==> config.mk <==
export PLATFORM = sky130hd
export DESIGN_NAME = shuffled_minimal_standard_rng
export DESIGN_NICKNAME = d
export VERILOG_FILES = /design/src/design/smsr_pkg.sv /design/src/design/smsr_mulmod.sv /design/src/design/smsr_slotdiv.sv /design/src/design/shuffled_minimal_standard_rng.sv
export SDC_FILE = /design/constraint.sdc
export NUM_CORES = 2
export LEC_CHECK = 0
export ABC_AREA = 1
export BUFFER_PORTS_ARGS = -buffer_cell sky130_fd_sc_hd__buf_2
export CORE_UTILIZATION = 35
export DETAILED_ROUTE_END_ITERATION = 7
export PLACE_DENSITY = 0.53
export SYNTH_ARGS = -nofsm -noshare
export SYNTH_HDL_FRONTEND = slang
export SYNTH_SLANG_ARGS = --single-unit
==> constraint.sdc <==
create_clock -name clk -period 15.6 [get_ports clk]
set_input_delay 2.34 -clock clk [delete_from_list [all_inputs] [get_ports clk]]
set_output_delay 2.34 -clock clk [all_outputs]
set_load 0.03 [all_outputs]
==> src/design/smsr_pkg.sv <==
// shared constants and types for the shuffled minimal standard generator
// no dependencies; imported by every module of the block and by the testbench
`default_nettype none

package smsr_pkg;

    // generator word: one value of the multiplicative congruential sequence
    typedef logic [30:0] gen_t;

    // input opcodes
    typedef enum logic [0:0] {
        OP_DRAW   = 1'b0,
        OP_RESEED = 1'b1
    } opcode_t;

    // modulus 2^31 - 1 and the minimal standard multiplier
    localparam gen_t        MODULUS      = 31'h7FFF_FFFF;
    localparam logic [14:0] MULTIPLIER   = 15'd16807;
    localparam int          WARMUP_STEPS = 8;

endpackage : smsr_pkg

`default_nettype wire

==> src/design/smsr_mulmod.sv <==
// shared generator step unit: result = operand * 16807 mod (2^31 - 1)
// each step is a product register then a folded reduction; uses smsr_pkg
`default_nettype none

module smsr_mulmod (
    input  wire logic          clk,
    input  wire logic          rst_n,
    input  wire logic          start,
    input  wire smsr_pkg::gen_t operand,
    output logic               valid,
    output smsr_pkg::gen_t     result
);
    import smsr_pkg::*;

    logic [45:0] prod_reg;
    logic        busy_reg;
    logic        valid_reg;
    gen_t        result_reg;

    logic [31:0] fold_sum;
    logic [31:0] fold_diff;
    gen_t        reduced;

    // control: busy for the reduction cycle, result held valid until next start
    always_ff @(posedge clk or negedge rst_n)
    begin
        if (!rst_n)
        begin
            busy_reg  <= 1'b0;
            valid_reg <= 1'b0;
        end
        else if (start)
        begin
            busy_reg  <= 1'b1;
            valid_reg <= 1'b0;
        end
        else if (busy_reg)
        begin
            busy_reg  <= 1'b0;
            valid_reg <= 1'b1;
        end
    end

    // 31 x 15 product
    always_ff @(posedge clk)
    begin
        if (start)
        begin
            prod_reg <= 46'(operand) * 46'(MULTIPLIER);
        end
    end

    // 2^31 = 1 mod m: add the high part to the low part, one conditional subtract
    always_comb
    begin
        fold_sum  = {1'b0, prod_reg[30:0]} + 32'(prod_reg[45:31]);
        fold_diff = fold_sum - {1'b0, MODULUS};
        reduced   = (fold_sum >= {1'b0, MODULUS}) ? fold_diff[30:0] : fold_sum[30:0];
    end

    always_ff @(posedge clk)
    begin
        if (busy_reg && !start)
        begin
            result_reg <= reduced;
        end
    end

    assign valid  = valid_reg;
    assign result = result_reg;

endmodule : smsr_mulmod

`default_nettype wire

==> src/design/smsr_slotdiv.sv <==
// slot selector: last output divided by the constant slot divisor, by a
// reciprocal estimate then one compare against the next bound; uses smsr_pkg
`default_nettype none

module smsr_slotdiv #(
    parameter int DEPTH = 32
) (
    input  wire logic                       clk,
    input  wire logic                       rst_n,
    input  wire logic                       start,
    input  wire smsr_pkg::gen_t             dividend,
    output logic                            valid,
    output logic [$clog2(DEPTH)-1:0]        slot
);
    import smsr_pkg::*;

    localparam int QW          = $clog2(DEPTH);
    localparam int EW          = QW + 1;
    localparam int MW          = QW + 9;
    localparam int PW          = 31 + MW;
    localparam int BW          = EW + 32;
    localparam int RECIP_SHIFT = 39;
    localparam longint DIVISOR = 1 + (2147483646 / DEPTH);
    localparam longint RECIP   = (longint'(1) << RECIP_SHIFT) / DIVISOR;
    localparam logic [MW-1:0] RECIP_W   = MW'(RECIP);
    localparam logic [31:0]   DIVISOR_W = 32'(DIVISOR);
    localparam logic [EW-1:0] SLOT_MAX  = EW'(DEPTH - 1);
    localparam logic [QW-1:0] SLOT_LAST = QW'(DEPTH - 1);

    gen_t           num_reg;
    logic [EW-1:0]  est_reg;
    logic [EW-1:0]  quo_reg;
    logic           busy_reg;
    logic           valid_reg;

    logic [PW-1:0]  est_prod;
    logic [EW-1:0]  est_next;
    logic [BW-1:0]  bound;
    logic           over;

    // control: estimate cycle, then correction cycle; valid held until next start
    always_ff @(posedge clk or negedge rst_n)
    begin
        if (!rst_n)
        begin
            busy_reg  <= 1'b0;
            valid_reg <= 1'b0;
        end
        else if (start)
        begin
            busy_reg  <= 1'b1;
            valid_reg <= 1'b0;
        end
        else if (busy_reg)
        begin
            busy_reg  <= 1'b0;
            valid_reg <= 1'b1;
        end
    end

    // reciprocal estimate is never high and at most one low
    always_comb
    begin
        est_prod = PW'(dividend) * PW'(RECIP_W);
        est_next = est_prod[RECIP_SHIFT +: EW];
        bound    = (BW'(est_reg) + BW'(1)) * BW'(DIVISOR_W);
        over     = ({{(BW-31){1'b0}}, num_reg} >= bound);
    end

    // datapath: dividend and estimate, then corrected quotient
    always_ff @(posedge clk)
    begin
        if (start)
        begin
            num_reg <= dividend;
            est_reg <= est_next;
        end
        else if (busy_reg)
        begin
            quo_reg <= est_reg + EW'(over);
        end
    end

    // saturate to the last slot
    assign slot  = (quo_reg > SLOT_MAX) ? SLOT_LAST : quo_reg[QW-1:0];
    assign valid = valid_reg;

`ifndef SYNTHESIS
    a_slot_in_range: assert property (@(posedge clk) disable iff (!rst_n)
        valid_reg |-> (quo_reg <= SLOT_MAX))
        else $error("slot quotient beyond table");
`endif

endmodule : smsr_slotdiv

`default_nettype wire

==> src/design/shuffled_minimal_standard_rng.sv <==
// Shuffled minimal standard random generator.
// Input channel s_axis: tuser carries the opcode (0 = draw, 1 = reseed then
// draw), tdata carries the 31-bit seed. Output channel m_axis: tdata carries
// the 31-bit deviate in 1 .. 2^31-2; one output transaction per input.
// A single step unit (16807 * x mod 2^31-1) serves the warm-up, the table
// fill and the draw; a reciprocal divider picks the slot alongside the step.
// Draw: step, table read, then write-back with the result loaded into the
// output register once it is free; the next input is taken after that.
// Reseed: warm-up and fill run first, serial through the step unit.
// The block takes one item at a time: s_axis_tready is high only while idle.
// A finished result sits in the output register; the block accepts the next
// item meanwhile but holds its result until the receiver takes the first.
// After reset the table is marked unloaded, so the first item reseeds from
// its seed field whatever the opcode. A zero seed, or 2^31-1, acts as one.
// The table comes up undefined; it holds no reset and no clearing pass.
`default_nettype none

module shuffled_minimal_standard_rng #(
    parameter int TABLE_DEPTH = 32
) (
    input  wire logic        clk,
    input  wire logic        rst_n,
    input  wire logic        s_axis_tvalid,
    output logic             s_axis_tready,
    input  wire logic [31:0] s_axis_tdata,   // [30:0] seed, [31] zero fill
    input  wire logic [0:0]  s_axis_tuser,   // [0] opcode
    output logic             m_axis_tvalid,
    input  wire logic        m_axis_tready,
    output logic [31:0]      m_axis_tdata    // [30:0] deviate, [31] zero fill
);
    import smsr_pkg::*;

    localparam int AW    = $clog2(TABLE_DEPTH);
    localparam int TOTAL = TABLE_DEPTH + WARMUP_STEPS;
    localparam int IW    = $clog2(TOTAL);

    typedef enum logic [3:0] {
        ST_IDLE = 4'b0001,
        ST_SEED = 4'b0010,
        ST_CALC = 4'b0100,
        ST_DONE = 4'b1000
    } state_t;

    state_t          state_reg, state_next;
    logic [IW-1:0]   cnt_reg, cnt_next;
    gen_t            gen_reg, gen_next;
    gen_t            last_reg, last_next;
    logic            out_valid_reg, out_valid_next;
    gen_t            out_data_reg;

    gen_t            table_mem [TABLE_DEPTH];
    gen_t            rd_data_reg;

    logic            mul_start;
    gen_t            mul_operand;
    logic            mul_valid;
    gen_t            mul_result;
    logic            div_start;
    gen_t            div_dividend;
    logic            div_valid;
    logic [AW-1:0]   div_slot;

    logic            in_fire;
    logic            out_free;
    logic            rd_en;
    logic            wr_en;
    logic [AW-1:0]   wr_addr;
    logic            load_out;
    gen_t            seed_fixed;
    opcode_t         opcode;

    // shared step unit and slot divider
    smsr_mulmod u_mulmod (
        .clk     (clk),
        .rst_n   (rst_n),
        .start   (mul_start),
        .operand (mul_operand),
        .valid   (mul_valid),
        .result  (mul_result)
    );

    smsr_slotdiv #(
        .DEPTH (TABLE_DEPTH)
    ) u_slotdiv (
        .clk      (clk),
        .rst_n    (rst_n),
        .start    (div_start),
        .dividend (div_dividend),
        .valid    (div_valid),
        .slot     (div_slot)
    );

    assign in_fire    = s_axis_tvalid && s_axis_tready;
    assign out_free   = !out_valid_reg || m_axis_tready;
    assign opcode     = opcode_t'(s_axis_tuser[0]);
    assign seed_fixed = ((s_axis_tdata[30:0] == '0) || (s_axis_tdata[30:0] == MODULUS))
                        ? gen_t'(1) : s_axis_tdata[30:0];

    // sequencer
    always_comb
    begin
        state_next     = state_reg;
        cnt_next       = cnt_reg;
        gen_next       = gen_reg;
        last_next      = last_reg;
        mul_start      = 1'b0;
        mul_operand    = gen_reg;
        div_start      = 1'b0;
        div_dividend   = last_reg;
        rd_en          = 1'b0;
        wr_en          = 1'b0;
        wr_addr        = div_slot;
        load_out       = 1'b0;

        unique case (state_reg)
            ST_IDLE:
            begin
                if (in_fire)
                begin
                    mul_start = 1'b1;
                    if ((opcode == OP_RESEED) || (last_reg == '0))
                    begin
                        mul_operand = seed_fixed;
                        cnt_next    = IW'(TOTAL - 1);
                        state_next  = ST_SEED;
                    end
                    else
                    begin
                        div_start  = 1'b1;
                        state_next = ST_CALC;
                    end
                end
            end
            ST_SEED:
            begin
                if (mul_valid)
                begin
                    // fill runs from the last slot down to slot 0
                    wr_en       = (cnt_reg < IW'(TABLE_DEPTH));
                    wr_addr     = cnt_reg[AW-1:0];
                    mul_start   = 1'b1;
                    mul_operand = mul_result;
                    if (cnt_reg == '0)
                    begin
                        last_next    = mul_result;
                        div_start    = 1'b1;
                        div_dividend = mul_result;
                        state_next   = ST_CALC;
                    end
                    else
                    begin
                        cnt_next = cnt_reg - 1'b1;
                    end
                end
            end
            ST_CALC:
            begin
                if (mul_valid && div_valid)
                begin
                    rd_en      = 1'b1;
                    state_next = ST_DONE;
                end
            end
            ST_DONE:
            begin
                if (out_free)
                begin
                    // refill the slot with the new generator value
                    wr_en      = 1'b1;
                    gen_next   = mul_result;
                    last_next  = rd_data_reg;
                    load_out   = 1'b1;
                    state_next = ST_IDLE;
                end
            end
            default:
            begin
                state_next = ST_IDLE;
            end
        endcase
    end

    // output register
    always_comb
    begin
        out_valid_next = out_valid_reg;
        if (load_out)
        begin
            out_valid_next = 1'b1;
        end
        else if (m_axis_tready)
        begin
            out_valid_next = 1'b0;
        end
    end

    // control registers
    always_ff @(posedge clk or negedge rst_n)
    begin
        if (!rst_n)
        begin
            state_reg     <= ST_IDLE;
            cnt_reg       <= '0;
            gen_reg       <= gen_t'(1);
            last_reg      <= '0;
            out_valid_reg <= 1'b0;
        end
        else
        begin
            state_reg     <= state_next;
            cnt_reg       <= cnt_next;
            gen_reg       <= gen_next;
            last_reg      <= last_next;
            out_valid_reg <= out_valid_next;
        end
    end

    always_ff @(posedge clk)
    begin
        if (load_out)
        begin
            out_data_reg <= rd_data_reg;
        end
    end

    // shuffle table: one write port, one registered read port
    always_ff @(posedge clk)
    begin
        if (wr_en)
        begin
            table_mem[wr_addr] <= mul_result;
        end
        if (rd_en)
        begin
            rd_data_reg <= table_mem[div_slot];
        end
    end

    assign s_axis_tready = (state_reg == ST_IDLE);
    assign m_axis_tvalid = out_valid_reg;
    assign m_axis_tdata  = {1'b0, out_data_reg};

`ifndef SYNTHESIS
    a_deviate_nonzero: assert property (@(posedge clk) disable iff (!rst_n)
        m_axis_tvalid |-> (m_axis_tdata[30:0] != '0))
        else $error("zero deviate delivered");

    a_step_in_field: assert property (@(posedge clk) disable iff (!rst_n)
        (mul_valid && (state_reg != ST_IDLE)) |->
            ((mul_result != '0) && (mul_result != MODULUS)))
        else $error("step unit left the field");

    a_loaded_at_draw: assert property (@(posedge clk) disable iff (!rst_n)
        (state_reg == ST_CALC) |-> (last_reg != '0))
        else $error("draw with unloaded table");

    a_done_after_read: assert property (@(posedge clk) disable iff (!rst_n)
        (state_reg == ST_DONE) |-> ($past(rd_en) || $stable(rd_data_reg)))
        else $error("result register changed while waiting");
`endif

endmodule : shuffled_minimal_standard_rng

`default_nettype wire

# Word level (Yosys, flattened, before mapping)
# Memories as Yosys holds them, arrays and structs flattened. A register that Yosys moved wholly into a read port is not among the register bits.
# Index checks and enable logic that the tools add are counted.
# word_totals
reg_bits	227
ramBits	992
input_bits	37
n_memories	1
# memory_table
name	depth	word_bits	read_ports	rd_ports_with_merged_regs	wr	line	rtl
table_mem	32	31	1	1	1	shuffled_minimal_standard_rng.sv:51	gen_t table_mem [TABLE_DEPTH];
# classes
addsub	5
mul	1
magnitude_cmp	4
n_eq_ne	12
n_mux	50
n_bitwise	1
reduce_logical	21
# ops
operator	count
two-way mux 31 bit	9
case mux 31 bit (2 select lines)	2
logical NOT 31 bit	2
multiplier 31 x 15 -> 46 bit, second input constant	1
>= comparator 31 x 38 -> 1 bit	1
adder 31 x 15 -> 32 bit	1
>= comparator 32 x 31 -> 1 bit, second input constant	1
equality test 31 bit, second input constant	1
subtractor 31 bit, second input constant	1
two-way mux 6 bit	4
two-way mux 1 bit	21
two-way mux 4 bit	5
case mux 4 bit (4 select lines)	1
two-way mux 5 bit	3
case mux 6 bit (2 select lines)	1
AND reduction 5 bit	2
nonzero test 2 bit	5
!= test 2 bit, second input constant	4
adder 5 x 1 -> 6 bit	1
adder 5 x 1 -> 6 bit, second input constant	1
greater-than comparator 6 x 5 -> 1 bit, second input constant	1
logical NOT 6 bit	1
less-than comparator 6 bit, second input constant	1
!= test 2 x 1 -> 1 bit, second input constant	3
12 further kinds	21

# Logic depth before layout (Yosys ltp)
# depth
ltp_word	7
depth_mapped	39
depth_no_buf	39

# Cells and area by module
# A second synthesis with hierarchy kept.
# hier_totals
hier_cells	5806
hier_area_um2	60290.3
# by_module_without_submodules
mod	n_inst	cells_per_inst	area_each_um2	seq_area_each_um2
shuffled_minimal_standard_rng	1	4123	46638.5	33479.6
smsr_mulmod	1	1631	13037.5	2362.3
smsr_slotdiv	1	52	614.3	380.4

# Worst setup path before layout
# Ideal clock, no wire load.
# synth_path
path_kind	in2reg
from	input s_axis_tvalid
to	register u_mulmod.prod_reg[45] (data pin)
setup_ns	0.265
arrival_time_ns	9.188
setup_slack_ns	6.147
stages	26
path_buffers	2
cell_sequence	nand2_1 -> nand2_1 -> nand2_1 -> clkbuf_1 -> clkbuf_1 -> nand2_1 -> o221ai_1 -> fa_1 -> ha_1 -> inv_1 -> fa_1 -> inv_1 -> fa_1 -> fa_1 -> inv_1 -> fa_1 -> inv_1 -> ha_1 -> a21oi_1 -> o21ai_0 -> a21oi_1 -> nand2_1 -> a21oi_1 -> o21ai_0 -> a21oi_1 -> o22ai_1
# synth_via
elab_chain_cells	4
# synth_rtl
element	line	rtl
from (decl)	shuffled_minimal_standard_rng.sv:23	input wire logic s_axis_tvalid,
logical AND 1 bit	shuffled_minimal_standard_rng.sv:93	assign in_fire = s_axis_tvalid && s_axis_tready;
two-way mux 31 bit	shuffled_minimal_standard_rng.sv:118	if (in_fire)
case mux 31 bit (2 select lines)	shuffled_minimal_standard_rng.sv:115	unique case (state_reg)
multiplier 31 x 15 -> 46 bit	smsr_mulmod.sv:49	prod_reg <= 46'(operand) * 46'(MULTIPLIER);
to (signal assigned)	smsr_mulmod.sv:49	
to (decl)	smsr_mulmod.sv:15	logic [45:0] prod_reg;
# Every way passes these cells.
# A chain may end at the register's enable or synchronous reset.

# Worst setup path after layout
# layout_path
from	input s_axis_tdata[26]
to	register u_mulmod.prod_reg[42] (data pin)
# layout_via
elab_chain_cells	7
word_cells_on_any_way	8
classes_between	mul (1); eq/ne (1); mux (4); reduce/logical (2)
# layout_rtl
element	line	rtl
from (decl)	shuffled_minimal_standard_rng.sv:25	input wire logic [31:0] s_axis_tdata,
equality test 31 bit / logical NOT 31 bit (equally long branches)	shuffled_minimal_standard_rng.sv:96	assign seed_fixed = ((s_axis_tdata[30:0] == '0) || (s_axis_tdata[30:0] == MODULUS))
logical OR 1 bit	shuffled_minimal_standard_rng.sv:96	
two-way mux 31 bit (*)	shuffled_minimal_standard_rng.sv:97	? gen_t'(1) : s_axis_tdata[30:0];
two-way mux 31 bit (*)	shuffled_minimal_standard_rng.sv:121	if ((opcode == OP_RESEED) || (last_reg == '0))
two-way mux 31 bit (*)	shuffled_minimal_standard_rng.sv:118	
case mux 31 bit (2 select lines) (*)	shuffled_minimal_standard_rng.sv:115	
multiplier 31 x 15 -> 46 bit (*)	smsr_mulmod.sv:49	
# Mark *: on every way between the ends. The rest lies on a longest branch, timed or not.

==> impl_metrics.sql <==
INSERT INTO impl_metrics (metric_group, metric, value, unit) VALUES
('critical_path', 'critical_path_buf_inv_count', '10', ''),
('drt', 'drt_first_pass_iters', '6', ''),
('critical_path', 'critical_path.startpoint_type', 'input pin', ''),
('floorplan', 'floorplan.initialDensity', '0.3541', ''),
('timing', 'rsz0062_at_grt', 'no', ''),
('drt', 'ant_nets', '0', ''),
('synth', 'synth_ff_type', 'edfxtp_1', ''),
('timing', 'skew', '57.02', 'ps'),
('cells_and_area', 'post_route_cells_drive_above_1_share', '0.08464', ''),
('floorplan', 'fp.dieH', '408.5', 'um'),
('floorplan', 'die_x', '408.5', 'um'),
('global_routing', 'grt_first_pass_wirelength', '250200', 'um'),
('placement', 'place.port_buffers', '68', ''),
('critical_path', 'worstSetupStartpoint', 's_axis_tdata[26]', ''),
('critical_path', 'cpLargestDelayFamily', 'adder cells', ''),
('synth', 'synthesis.instances', '5003', ''),
('critical_path', 'critical_path_required', '16100', 'ps'),
('cells_and_area', 'post-route-util', '0.4008', ''),
('outcome', 'status', 'finished clean', ''),
('critical_path', 'worst_reg_to_reg_setup_slack', '6530', 'ps'),
('drt', 'drc', '0', ''),
('cells_and_area', 'largest_reg_flops', '992', ''),
('critical_path', 'critical_path_s_slowest_cell', 'nand2_1', ''),
('synth', 'seq_area_frac_synth', '0.6263', ''),
('critical_path', 'crit_path_frequent_cell', 'inv_1', ''),
('timing', 'hold_viol_final', '0', ''),
('cts', 'post_cts_resized', '0', ''),
('critical_path', 'timing.critical_path.to_type', 'flop', ''),
('critical_path', 'ff2ff_path_depth', '32', ''),
('timing', 'postLayoutSetupSlackWorst', '6028', 'ps'),
('global_routing', 'grt.total_usage', '0.2015', ''),
('cts', 'clkTransAtPathRegs', '60', 'ps'),
('hold_path', 'hold_end', 'out_data_reg[10]', ''),
('synth', 'synth-async-reset-ratio', '0.06317', ''),
('drt', 'vias', '38910', ''),
('cells_and_area', 'final.fill_count', '15630', ''),
('synth', 'netlist-cell-type-count', '54', ''),
('synth', 'synth.cell_area', '57830', 'um^2'),
('critical_path', 'criticalPathCategory', 'input pin to flop', ''),
('timing', 'final.min_clock_period', '9572', 'ps'),
('drt', 'drt-wirelength-per-cell', '23.08', 'um'),
('cells_and_area', 'layout_common_cells', 'edfxtp_1 (1142), nor2_1 (723), o21ai_0 (580), nand2_1 (519), inv_1 (479)', ''),
('timing', 'maxSlewHeadroom', '0.1662', ''),
('floorplan', 'std_cell_rows', '148', ''),
('global_routing', 'grt_pass1_vias', '38210', ''),
('drt', 'finalWirelength', '169700', 'um'),
('cts', 'cts-hold-fix-buffers', '0', ''),
('global_routing', 'antenna_violations_before_repair', '11', ''),
('synth', 'synthesis.area_per_instance', '11.56', 'um^2'),
('timing', 'timing.final.crit_share', '0.6136', ''),
('hold_path', 'beginning_of_the_worst_hold_path', 'rd_data_reg[10]', ''),
('global_routing', 'grt_start_max_net_pins', '195', ''),
('floorplan', 'core_area', '163300', 'um^2'),
('timing', 'final.hold.worst_slack', '442.3', 'ps'),
('cts', 'cts-root-buf', 'clkbuf_16', ''),
('synth', 'ys_seq_elements', '1219', ''),
('timing', 'worst_max_slew_pin_slew', '1251', 'ps'),
('timing', 'timing.final.max_slew_violations', '0', ''),
('critical_path', 'critical_path_s_largest_stage_delay', '620', 'ps'),
('cts', 'clockBufferDepth', '3', ''),
('synth', 'synth_warnings', '0', ''),
('job', 'cap_viol_max_count', '0', ''),
('cts', 'cts_setup_buffers', '0', ''),
('drt', 'drt-vias-per-instance', '5.293', ''),
('cts', 'clock_tree.htree_level_count', '4', ''),
('cells_and_area', 'fin_nets', '5444', ''),
('global_routing', 'grt-ovfl-total', '0', ''),
('critical_path', 'cp_data_arrival_time', '10070', 'ps'),
('timing', 'max_clock_freq', '104.5', 'MHz'),
('hold_path', 'min_path_cells', '0', ''),
('cells_and_area', 'area_overhead_of_the_layout_relative_to_synthesis', '13.18', '%');
## worst register-to-register path, delay by kind of cell (launching register included)
| kind | cells | cell delay, ps |
|---|---|---|
| flip-flops | 1 | 380 |
| AO/OA/AOI/OAI | 7 | 1540 |
| adder cells (fa/ha/maj) | 7 | 3030 |
| AND/OR/NAND/NOR | 12 | 2910 |
| buffers and inverters | 6 | 920 |
## per-layer routing
layer | global-route usage | share of wire
met5 | 0 | 0.00022
met4 | 0.06980 | 0.033
met3 | 0.02994 | 0.064
met2 | 0.3350 | 0.48
met1 | 0.2680 | 0.43
## how the worst max path moves through the flow
stage | endpoint | slack, ps | cells past startpoint
2_1_floorplan | u_mulmod.prod_reg[45] | 6150 | 26
3_3_place_gp | u_mulmod.prod_reg[42] | 5330 | 32
3_5_place_dp | u_mulmod.prod_reg[42] | 5400 | 32
4_1_cts | u_mulmod.prod_reg[42] | 6180 | 32
5_1_grt | u_mulmod.prod_reg[42] | 5740 | 32
6_report | u_mulmod.prod_reg[42] | 6030 | 32
## cells by family (layout without fill, tap and decap cells)
kind of cell	count (synthesis)	count (layout)	share of synthesized area
flops	1219	1219	0.6263
fa+ha+maj	336	336	0.08983
buf+inv	734	906	0.04796
other cells	1	3	0.00006484
simple gates	1492	1492	0.1040
xor+xnor	73	73	0.01144
compound gates	1148	1148	0.1204
## synth_stat cells, drive strengths merged (2+ instances only)
cell type / instances / area [um^2]
or2: 4 / 25.03
o21bai: 8 / 60.06
nor4: 3 / 18.77
fa: 132 / 2643
nand4: 30 / 187.7
nand2: 525 / 1988
o22ai: 127 / 794.5
o221a: 2 / 22.52
edfxtp: 1142 / 34290
clkbuf: 226 / 848.3
o211ai: 131 / 983.4
o21ai: 584 / 2923
a31oi: 71 / 444.2
clkinv: 2 / 7.510
buf: 21 / 97.60
nor3: 14 / 80.08
nand3: 131 / 698.2
and3: 2 / 12.51
dfstp: 2 / 52.55
ha: 204 / 2552
xnor2: 21 / 183.9
xor2: 52 / 478.0
a21o: 10 / 75.07
and2: 2 / 12.51
a21oi: 58 / 297.8
inv: 485 / 1821
o221ai: 144 / 1261
nor2: 769 / 2904
dfrtp: 75 / 1877
nand3b: 10 / 75.07
a21boi: 4 / 30.03
o21a: 4 / 30.03
## final cells by class
class | count | area (um^2) | area share
inverters | 487 | 1852 | 0.02829
multi-input cells | 3050 | 19150 | 0.2925
clock buffers | 182 | 3563 | 0.05444
flip-flops and latches | 1219 | 36220 | 0.5534
diodes | 2 | 5.005 | 0.00007646
clock inverters | 57 | 733.2 | 0.01120
well taps | 2175 | 2721 | 0.04158
repair buffers | 180 | 1209 | 0.01847
## metrics by stage
step,cells,cell area (um^2)
after global placement,7111,61150
final,7352,65450
after CTS,7350,65450
after floorplan,5003,57830
after global routing,7350,65450
after detailed placement,7111,61150
Power is not shown: default switching activity piles up to over one toggle a cycle in this logic, so the estimate is an artifact.
